`src/rtl/assert_macros.svh`:
```
// assertion macros used by the parser datapath
`ifndef ASSERT_MACROS_SVH
`define ASSERT_MACROS_SVH
`ifndef SYNTHESIS
// property must hold at every clock edge outside reset
`define PHP_ASSERT_PROP(label, clk, rst, prop) \
   label: assert property (@(posedge clk) disable iff (rst) prop) \
      else $error("%m: property failed");
// expression must never be true outside reset
`define PHP_ASSERT_NEVER(label, clk, rst, expr) \
   label: assert property (@(posedge clk) disable iff (rst) !(expr)) \
      else $error("%m: forbidden condition seen");
`else
`define PHP_ASSERT_PROP(label, clk, rst, prop)
`define PHP_ASSERT_NEVER(label, clk, rst, expr)
`endif
`endif

```
`src/rtl/php_pkg.sv`:
```
// shared types and status codes of the png header size parser
package php_pkg;

   // result status codes
   localparam logic [2:0] STATUS_OK         = 3'd0;
   localparam logic [2:0] STATUS_EOF        = 3'd1;
   localparam logic [2:0] STATUS_BAD_SIG    = 3'd2;
   localparam logic [2:0] STATUS_BAD_COMPR  = 3'd3;
   localparam logic [2:0] STATUS_INTERLACED = 3'd4;
   localparam logic [2:0] STATUS_BAD_COLOUR = 3'd5;

   // commands from controller to datapath
   typedef struct packed {
      logic       cnt_clr;
      logic       cnt_inc;
      logic       ld_len;
      logic       ld_kind;
      logic       ld_width;
      logic       ld_height;
      logic       ld_depth;
      logic       ld_colour;
      logic       ld_compr;
      logic       ihdr_go;
      logic       emit;
      logic [2:0] emit_status;
   } cmd_type;

   // status from datapath to controller
   typedef struct packed {
      logic       sig_match;
      logic [3:0] idx;
      logic       head_ihdr;
      logic       len_zero;
      logic       len_reached;
      logic       busy;
      logic       skid_full;
   } stat_type;

endpackage

```
`src/rtl/php_controller.sv`:
```
// phase sequencer of the png header size parser
module php_controller (
   input  logic               clock,
   input  logic               reset,
   input  logic               req_tvalid,
   input  logic               req_tlast,
   output logic               req_tready,
   input  php_pkg::stat_type  stat,
   output php_pkg::cmd_type   cmd
);
   import php_pkg::*;

   typedef enum logic [2:0] {
      PH_SIG,
      PH_HEAD,
      PH_IHDR,
      PH_DATA,
      PH_CRC,
      PH_DONE
   } phase_type;

   // byte positions inside the fixed-size sections
   localparam logic [3:0] SIG_LAST_IDX   = 4'd7;
   localparam logic [3:0] HEAD_LEN_BYTES = 4'd4;
   localparam logic [3:0] HEAD_LAST_IDX  = 4'd7;
   localparam logic [3:0] IHDR_HGT_IDX   = 4'd4;
   localparam logic [3:0] IHDR_DEPTH_IDX = 4'd8;
   localparam logic [3:0] IHDR_DEPTH_END = 4'd8;
   localparam logic [3:0] IHDR_COL_IDX   = 4'd9;
   localparam logic [3:0] IHDR_CMP_IDX   = 4'd10;
   localparam logic [3:0] IHDR_ILC_IDX   = 4'd12;
   localparam logic [3:0] CRC_LAST_IDX   = 4'd3;

   phase_type phase_ff, phase_in;
   logic      sig_ok_ff, sig_ok_in;
   logic      accept;
   logic      decided;

   // hold off while the size pipeline runs or both result slots are full
   assign req_tready = !stat.busy && !stat.skid_full;
   assign accept     = req_tvalid && req_tready;

   // next phase and datapath commands for the accepted word
   always_comb begin
      phase_in  = phase_ff;
      sig_ok_in = sig_ok_ff;
      cmd       = '0;
      decided   = 1'b0;
      if (accept) begin
         unique case (phase_ff)
            PH_SIG: begin
               cmd.cnt_inc = 1'b1;
               sig_ok_in   = sig_ok_ff && stat.sig_match;
               if (stat.idx == SIG_LAST_IDX) begin
                  cmd.cnt_clr = 1'b1;
                  if (!(sig_ok_ff && stat.sig_match)) begin
                     cmd.emit        = 1'b1;
                     cmd.emit_status = STATUS_BAD_SIG;
                     decided         = 1'b1;
                  end else begin
                     phase_in = PH_HEAD;
                  end
               end
            end
            PH_HEAD: begin
               cmd.cnt_inc = 1'b1;
               if (stat.idx < HEAD_LEN_BYTES) begin
                  cmd.ld_len = 1'b1;
               end else begin
                  cmd.ld_kind = 1'b1;
               end
               if (stat.idx == HEAD_LAST_IDX) begin
                  cmd.cnt_clr = 1'b1;
                  priority if (stat.head_ihdr) begin
                     phase_in = PH_IHDR;
                  end else if (stat.len_zero) begin
                     phase_in = PH_CRC;
                  end else begin
                     phase_in = PH_DATA;
                  end
               end
            end
            PH_IHDR: begin
               cmd.cnt_inc = 1'b1;
               priority if (stat.idx < IHDR_HGT_IDX) begin
                  cmd.ld_width = 1'b1;
               end else if (stat.idx < IHDR_DEPTH_IDX) begin
                  cmd.ld_height = 1'b1;
               end else if (stat.idx == IHDR_DEPTH_END) begin
                  cmd.ld_depth = 1'b1;
               end else if (stat.idx == IHDR_COL_IDX) begin
                  cmd.ld_colour = 1'b1;
               end else if (stat.idx == IHDR_CMP_IDX) begin
                  cmd.ld_compr = 1'b1;
               end else if (stat.idx == IHDR_ILC_IDX) begin
                  cmd.ihdr_go = 1'b1;
                  decided     = 1'b1;
               end else begin
                  cmd.cnt_inc = 1'b1;
               end
            end
            PH_DATA: begin
               cmd.cnt_inc = 1'b1;
               if (stat.len_reached) begin
                  cmd.cnt_clr = 1'b1;
                  phase_in    = PH_CRC;
               end
            end
            PH_CRC: begin
               cmd.cnt_inc = 1'b1;
               if (stat.idx == CRC_LAST_IDX) begin
                  cmd.cnt_clr = 1'b1;
                  phase_in    = PH_HEAD;
               end
            end
            default: begin
               phase_in = phase_ff;
            end
         endcase
         // file ended before any decision
         if (!decided && req_tlast && phase_ff != PH_DONE) begin
            cmd.emit        = 1'b1;
            cmd.emit_status = STATUS_EOF;
            decided         = 1'b1;
         end
         // last word starts a new file, a decision parks the parser
         if (req_tlast) begin
            phase_in    = PH_SIG;
            sig_ok_in   = 1'b1;
            cmd.cnt_clr = 1'b1;
         end else if (decided) begin
            phase_in = PH_DONE;
         end
      end
   end

   // state registers
   always_ff @(posedge clock) begin
      if (reset) begin
         phase_ff  <= PH_SIG;
         sig_ok_ff <= 1'b1;
      end else begin
         phase_ff  <= phase_in;
         sig_ok_ff <= sig_ok_in;
      end
   end

endmodule

```
`src/rtl/php_datapath.sv`:
```
// field registers, size pipeline and result buffer of the png header size parser
`include "assert_macros.svh"

module php_datapath (
   input  logic               clock,
   input  logic               reset,
   input  logic [7:0]         req_tdata,     // byte_value
   input  php_pkg::cmd_type   cmd,
   output php_pkg::stat_type  stat,
   output logic               rsp_tvalid,
   input  logic               rsp_tready,
   output logic [31:0]        rsp_tdata,     // size_bytes
   output logic [3:0]         rsp_tuser      // status[2:0], size_overflow[3]
);
   import php_pkg::*;

   localparam logic [7:0]  SIG_BYTES [8] = '{8'd137, 8'd80, 8'd78, 8'd71,
                                            8'd13, 8'd10, 8'd26, 8'd10};
   localparam logic [31:0] KIND_IHDR     = 32'h4948_4452;
   localparam logic [31:0] SIZE_MAX      = 32'hFFFF_FFFF;

   // channels per colour type, zero for an invalid type
   function automatic logic [2:0] channel_count(input logic [7:0] kind);
      logic [2:0] ch;
      unique case (kind)
         8'd0:    ch = 3'd1;
         8'd2:    ch = 3'd3;
         8'd3:    ch = 3'd1;
         8'd4:    ch = 3'd2;
         8'd6:    ch = 3'd4;
         default: ch = 3'd0;
      endcase
      return ch;
   endfunction

   logic [31:0] cnt_ff, cnt_in;
   logic [31:0] len_ff;
   logic [23:0] kind_ff;
   logic [31:0] width_ff, height_ff;
   logic [7:0]  depth_ff, colour_ff, compr_ff;

   logic        s1_v_ff, s2_v_ff;
   logic [2:0]  s1_status_ff, s1_status_in, s2_status_ff;
   logic [63:0] px_ff, px_in;
   logic [9:0]  bits_ff, bits_in;
   logic [49:0] prod_ff, prod_in;
   logic        zero_ff, hi_ff;

   logic        fin_ovf;
   logic [31:0] fin_size;
   logic        new_v;
   logic [2:0]  new_status;
   logic [31:0] new_size;
   logic        new_ovf;

   logic        out_v_ff, skid_v_ff;
   logic [2:0]  out_status_ff, skid_status_ff;
   logic [31:0] out_size_ff, skid_size_ff;
   logic        out_ovf_ff, skid_ovf_ff;
   logic        take;

   // byte counter
   always_comb begin
      priority if (cmd.cnt_clr) begin
         cnt_in = '0;
      end else if (cmd.cnt_inc) begin
         cnt_in = cnt_ff + 32'd1;
      end else begin
         cnt_in = cnt_ff;
      end
   end

   // status toward the controller
   assign stat.sig_match   = (req_tdata == SIG_BYTES[cnt_ff[2:0]]);
   assign stat.idx         = cnt_ff[3:0];
   assign stat.head_ihdr   = ({kind_ff, req_tdata} == KIND_IHDR);
   assign stat.len_zero    = (len_ff == '0);
   assign stat.len_reached = (({1'b0, cnt_ff} + 33'd1) >= {1'b0, len_ff});
   assign stat.busy        = s1_v_ff || s2_v_ff;
   assign stat.skid_full   = skid_v_ff;

   // first size stage: checks, pixel count and bits per pixel
   always_comb begin
      priority if (compr_ff != 8'd0) begin
         s1_status_in = STATUS_BAD_COMPR;
      end else if (req_tdata != 8'd0) begin
         s1_status_in = STATUS_INTERLACED;
      end else if (channel_count(colour_ff) == 3'd0) begin
         s1_status_in = STATUS_BAD_COLOUR;
      end else begin
         s1_status_in = STATUS_OK;
      end
   end
   assign px_in   = {32'd0, width_ff} * {32'd0, height_ff};
   // at most four channels of 255 bits, fits in ten bits
   assign bits_in = 10'(channel_count(colour_ff)) * 10'(depth_ff);

   // second size stage: total bits
   assign prod_in = {10'd0, px_ff[39:0]} * {40'd0, bits_ff};

   // final saturation of the byte count
   always_comb begin
      priority if (s2_status_ff != STATUS_OK || zero_ff) begin
         fin_size = '0;
         fin_ovf  = 1'b0;
      end else if (hi_ff || prod_ff[49:35] != '0) begin
         fin_size = SIZE_MAX;
         fin_ovf  = 1'b1;
      end else begin
         fin_size = prod_ff[34:3];
         fin_ovf  = 1'b0;
      end
   end

   // one result source at a time: direct decision or size pipeline
   assign new_v      = cmd.emit || s2_v_ff;
   assign new_status = s2_v_ff ? s2_status_ff : cmd.emit_status;
   assign new_size   = s2_v_ff ? fin_size : '0;
   assign new_ovf    = s2_v_ff && fin_ovf;
   assign take       = out_v_ff && rsp_tready;

   // header field registers
   always_ff @(posedge clock) begin
      if (cmd.ld_len) begin
         len_ff <= {len_ff[23:0], req_tdata};
      end
      if (cmd.ld_kind) begin
         kind_ff <= {kind_ff[15:0], req_tdata};
      end
      if (cmd.ld_width) begin
         width_ff <= {width_ff[23:0], req_tdata};
      end
      if (cmd.ld_height) begin
         height_ff <= {height_ff[23:0], req_tdata};
      end
      if (cmd.ld_depth) begin
         depth_ff <= req_tdata;
      end
      if (cmd.ld_colour) begin
         colour_ff <= req_tdata;
      end
      if (cmd.ld_compr) begin
         compr_ff <= req_tdata;
      end
   end

   // size pipeline payload
   always_ff @(posedge clock) begin
      if (cmd.ihdr_go) begin
         s1_status_ff <= s1_status_in;
         px_ff        <= px_in;
         bits_ff      <= bits_in;
      end
      if (s1_v_ff) begin
         s2_status_ff <= s1_status_ff;
         prod_ff      <= prod_in;
         zero_ff      <= (bits_ff == '0) || (px_ff == '0);
         hi_ff        <= (px_ff[63:40] != '0);
      end
   end

   // result buffer payload: output register with one skid slot
   always_ff @(posedge clock) begin
      if (skid_v_ff && take) begin
         out_status_ff <= skid_status_ff;
         out_size_ff   <= skid_size_ff;
         out_ovf_ff    <= skid_ovf_ff;
      end else if (!skid_v_ff && (!out_v_ff || take)) begin
         out_status_ff <= new_status;
         out_size_ff   <= new_size;
         out_ovf_ff    <= new_ovf;
      end
      if (!skid_v_ff && out_v_ff && !take && new_v) begin
         skid_status_ff <= new_status;
         skid_size_ff   <= new_size;
         skid_ovf_ff    <= new_ovf;
      end
   end

   // control registers
   always_ff @(posedge clock) begin
      if (reset) begin
         cnt_ff    <= '0;
         s1_v_ff   <= 1'b0;
         s2_v_ff   <= 1'b0;
         out_v_ff  <= 1'b0;
         skid_v_ff <= 1'b0;
      end else begin
         cnt_ff  <= cnt_in;
         s1_v_ff <= cmd.ihdr_go;
         s2_v_ff <= s1_v_ff;
         if (skid_v_ff) begin
            if (take) begin
               skid_v_ff <= 1'b0;
            end
         end else if (!out_v_ff || take) begin
            out_v_ff <= new_v;
         end else if (new_v) begin
            skid_v_ff <= 1'b1;
         end
      end
   end

   assign rsp_tvalid = out_v_ff;
   assign rsp_tdata  = out_size_ff;
   assign rsp_tuser  = {out_ovf_ff, out_status_ff};

   // checks
   `PHP_ASSERT_PROP(a_skid_needs_out, clock, reset, skid_v_ff |-> out_v_ff)
   `PHP_ASSERT_PROP(a_s1_feeds_s2, clock, reset, s1_v_ff |=> s2_v_ff)
   `PHP_ASSERT_NEVER(a_one_source, clock, reset, cmd.emit && s2_v_ff)
   `PHP_ASSERT_NEVER(a_one_in_flight, clock, reset, s1_v_ff && s2_v_ff)

endmodule

```
`src/rtl/png_header_size_parser.sv`:
```
// png header size parser: top level joining controller and datapath
//
// The req channel carries a png file one word (byte) at a time, tlast on the
// final byte of each file. The rsp channel carries at most one word per file:
// tuser holds the status and the saturation flag, tdata the image byte size.
// A status word comes on a bad signature at byte 8, on the 13th ihdr data
// byte, or as end-of-file when the last byte arrives first. Later bytes of the
// same file are taken and dropped until tlast, which restarts the parser.
// Throughput is one byte per cycle while req_tready is high. A signature or
// end-of-file result is registered from its byte into the result buffer. An
// ihdr result first passes the two-stage size multiplier (pixel count, then
// total bits); req_tready is low while either multiplier stage is busy.
// A result register plus one skid slot let one more result be decided while
// the receiver stalls; with both full, req_tready drops until rsp is taken.
// Synchronous reset puts the parser at the start of a file with no result
// pending; no memory needs clearing.
module png_header_size_parser (
   input  logic        clock,
   input  logic        reset,
   input  logic        req_tvalid,
   output logic        req_tready,
   input  logic [7:0]  req_tdata,   // byte_value
   input  logic        req_tlast,   // last_byte
   output logic        rsp_tvalid,
   input  logic        rsp_tready,
   output logic [31:0] rsp_tdata,   // size_bytes
   output logic [3:0]  rsp_tuser    // status[2:0], size_overflow[3]
);
   import php_pkg::*;

   cmd_type  cmd;
   stat_type stat;

   // phase sequencer
   php_controller u_controller (
      .clock      (clock),
      .reset      (reset),
      .req_tvalid (req_tvalid),
      .req_tlast  (req_tlast),
      .req_tready (req_tready),
      .stat       (stat),
      .cmd        (cmd)
   );

   // fields, size math and result buffer
   php_datapath u_datapath (
      .clock      (clock),
      .reset      (reset),
      .req_tdata  (req_tdata),
      .cmd        (cmd),
      .stat       (stat),
      .rsp_tvalid (rsp_tvalid),
      .rsp_tready (rsp_tready),
      .rsp_tdata  (rsp_tdata),
      .rsp_tuser  (rsp_tuser)
   );

endmodule
```
`config.mk`:
```
export PLATFORM = sky130hd
export DESIGN_NAME = png_header_size_parser
export DESIGN_NICKNAME = d
export VERILOG_FILES = /design/src/rtl/php_pkg.sv /design/src/rtl/php_controller.sv /design/src/rtl/php_datapath.sv /design/src/rtl/png_header_size_parser.sv
export VERILOG_INCLUDE_DIRS = /design/src /design/src/rtl
export SDC_FILE = /design/constraint.sdc
export NUM_CORES = 2
export LEC_CHECK = 0
export BUFFER_PORTS_ARGS = -buffer_cell sky130_fd_sc_hd__buf_4
export CORE_MARGIN = 3
export CORE_UTILIZATION = 35
export CTS_BUF_LIST = sky130_fd_sc_hd__clkbuf_2
export DETAILED_ROUTE_END_ITERATION = 12
export MAX_ROUTING_LAYER = met4
export PLACE_DENSITY = 0.56
export SLEW_MARGIN = 10
export SYNTH_ARGS = -nofsm -noshare
export SYNTH_HDL_FRONTEND = slang
export SYNTH_SLANG_ARGS = --single-unit
export TNS_END_PERCENT = 1
```
`constraint.sdc`:
```
create_clock -name clock -period 13.2 [get_ports clock]
set_input_delay 0.66 -clock clock [delete_from_list [all_inputs] [get_ports clock]]
set_output_delay 0.66 -clock clock [all_outputs]
set_load 0.005 [all_outputs]
```
==> impl_metrics.yaml <==
run_status:
  status: "complete, no violations"
floorplan:
  ios: 51
  fp.coreArea_um2: 172000
  fp.dieH_um: 423
  rows: 152
  initial_core_util_pct: 35.3
  dieArea_um2: 179000
  die_width_um: 423
synth:
  synth_top_family_by_area: "adder cells"
  synth_warnings: 0
  yosysMostFrequentCell: "fa_1"
  synth_compound_area_share_pct: 4.92
  synthArstFlopShare_pct: 0
  syn_area_um2: 60900
  synthCells: 6211
  synthTopCellsByArea: "fa_1 (40%), edfxtp_1 (17%), ha_1 (8.0%), and2_1 (7.9%), inv_1 (7.3%)"
  synth_xor_area_share_pct: 2.43
  synthMuxAreaShare_pct: 0.140
  ys_seq_area_share_pct: 18.3
  ys_types: 82
  synthSimpleGateAreaFrac_pct: 17.0
  synth_area_per_cell_um2: 9.80
  syn_nets: 7820
  synth_fa_ha_area_share_pct: 47.7
  yosysTopAreaCell: "fa_1"
  synth_top_area_share_pct: 39.6
  ys_ff_latch: 385
  synth_edf_count: 345
  synth_flop_cell: "edfxtp_1"
  synth_commonest_cells: "fa_1 (1205), inv_1 (1183), nand2_1 (869)"
sta:
  hold_violations: 0
  fmax_mhz: 111
  fin_setup_tns_ns: 0
  setup_viol: 0
  rsz0062_at_grt: "false"
  finalClockSkew_ns: 0.207
  drv_slew: 0
  slew_headroom_pct: 16.2
  finalCritPeriodShare_pct: 68.0
  worst_pin_slew_ns: 1.26
  min_period_ns: 8.97
drt:
  ant_nets: 0
  via_per_inst: 4.95
  route.detailed.drc: 0
  dr.pass1.iters: 5
  dr.first_iter.drc_count: 2489
  routedWlPerCell_um: 19.0
  routed-via-count: 42329
  drt_wl_total_um: 162000
clock_network:
  cts_made_buffers: 111
  clkTransAtPathRegs_ns: 0.09
  clock_latency_ns: 1.52
  cts-root-buf: "clkbuf_2"
  cts_htree_levels: 3
  cts_tree: "yes"
  post-cts-setup-buffers: 0
  cts.sinks: 385
  clk_path_buf_depth: 3
cells_and_area:
  finish.utilization_pct: 37.6
  area_growth_pct: 6.52
  layout-drive-gt1-share_pct: 5.58
  final_cells: 8553
  final_net_count: 7757
critical_path:
  required_ns: 14.34
  cp-end-kind: "flop"
  critPathArrivalTime_ns: 10.12
  critPathLaunchType: "flop"
  crit_type: "reg2reg"
  crit_fanout: 25
power_and_ir_drop:
  cellPowerDensity_nw_per_um2: 35.9
  ir_drop_mv: 0.0621
  p_leak_nw: 30.5
grt:
  grt_max_degree: 69
  grtUsageTotal_pct: 19.1
  grt_pass1_wl_um: 261000
  antenna_found_initial: 5
  grt_pass1_vias: 46049
  grt_overflow: 0
worst_hold_path:
  min_path_type: "in2reg"
job:
  drv_cap: 0
place:
  dpl.cell_count: 8315
  place_congestion: 0.916
  io_buffers: 50
  hpwl_um: 120000
[through the flow]
stage / cell area (um2) / setup WS (ns) / power (mW) / hold WS (ns)
6_report: 64800 / 4.23 / 2.33 / 0.219
5_1_grt: 64800 / 4.01 / 2.45 / 0.0659
4_1_cts: 64800 / 4.34 / 2.39 / 0.0165
3_5_place_dp: 63500 / 4.28 / 1.41 / 0.427
3_3_place_gp: 63500 / 4.41 / 1.41 / 0.423
2_1_floorplan: 60900 / 5.78 / 1.38 / 0.400
[final timing paths]
| check | start | endpoint | slack, ns | cells past startpoint |
|---|---|---|---|---|
| worst max-delay path | u_datapath.width_ff[16] | u_datapath.px_ff[63] | 4.23 | 23 |
| worst min-delay path | req_tlast | u_controller.sig_ok_ff | 0.22 | 4 |
| worst max register to register | u_datapath.width_ff[16] | u_datapath.px_ff[63] | 4.23 | 23 |
| worst min register to register | u_datapath.width_ff[14] | u_datapath.width_ff[22] | 0.39 | 0 |
[worst max-delay path: stages (launching register included)]
cell	delay, ns
edfxtp_1	1.18
buf_4	0.33
and2_1	0.18
fa_1	0.45
fa_1	0.54
inv_1	0.06
fa_1	0.47
fa_1	0.61
inv_1	0.08
fa_1	0.56
fa_1	0.44
fa_1	0.54
fa_1	0.42
ha_1	0.41
nand2_1	0.23
o21ai_0	0.54
a21oi_1	0.21
o31ai_1	0.38
nand2_1	0.17
a31o_2	0.30
o21ai_1	0.23
o221a_2	0.25
o41ai_1	0.08
xnor2_1	0.12
[final cells by class]
| type | instances | area (um2) |
|---|---|---|
| diodes | 11 | 27.5 |
| flip-flops and latches | 385 | 11200 |
| multi-input cells | 4302 | 44000 |
| well taps | 2310 | 2890 |
| clock buffers | 165 | 826 |
| repair buffers | 165 | 1310 |
| clock inverters | 32 | 176 |
| inverters | 1183 | 4440 |
| fillers | 17545 | 107000 |
[cells by family after synthesis]
family,after synthesis
adders and majority gates,1596
muxes,8
and+or+nand+nor,2075
AOI/OAI and AO/OA,454
xor gates and xnor gates,169
buffers and inverters,1524
DFF,385
[cell usage in the layout, fill, tap and decap left out, drive strengths merged, types with 8 or more instances in the layout]
cell,n
buf,135
dlygate4sd3,30
o21ai,62
a31oi,46
o31ai,8
inv,1187
fa,1205
nand2,869
o211ai,8
o21a,15
nand4,44
a21oi,130
and2,767
ha,391
nor2,166
clkinv,27
nand2b,14
nor3,39
edfxtp,345
a211oi,13
diode,11
o21bai,25
a21o,80
nand3b,9
xnor2,105
nor2b,23
and3,25
or2,8
dfxtp,40
nand3,44
nor4,42
xor2,64
clkbuf,165
[metal layers]
layer	track usage, %	wire (um)	vias up
met3	2.58	7770	298
li1	-	-	18877
met5	-	0	-
met2	31.4	79600	1072
met4	7.01	6260	0
met1	24.2	68500	22082
[sequential cells by signal (all words and copies together) (netlist names), 3 cells and up]
signal and count:
u_datapath.s1_status_ff 3, u_datapath.colour_ff 8, u_controller.phase_ff 3, u_datapath.compr_ff 8
u_datapath.bits_ff 10, u_datapath.cnt_ff 32, u_datapath.px_ff 64, u_datapath.height_ff 32
u_datapath.kind_ff 24, u_datapath.depth_ff 8, u_datapath.len_ff 32, u_datapath.out_status_ff 3
u_datapath.skid_size_ff 32, u_datapath.width_ff 32, u_datapath.s2_status_ff 3, u_datapath.prod_ff 47
u_datapath.skid_status_ff 3, u_datapath.rsp_tdata 32
[power by group]
part | internal [mW] | switching, mW | total (mW)
registers | 1.32 | 0.00638 | 1.33
logic | 0.0260 | 0.0364 | 0.0624
clock network | 0.346 | 0.588 | 0.934
total | 1.70 | 0.631 | 2.33
[what timing repair did]
action	in CTS	in global routing
hold buffers	30	0
endpoints found under the hold margin	239	0
resized for setup	0	0
endpoints found under the setup margin	0	0
(Power assumes the default switching activity.)
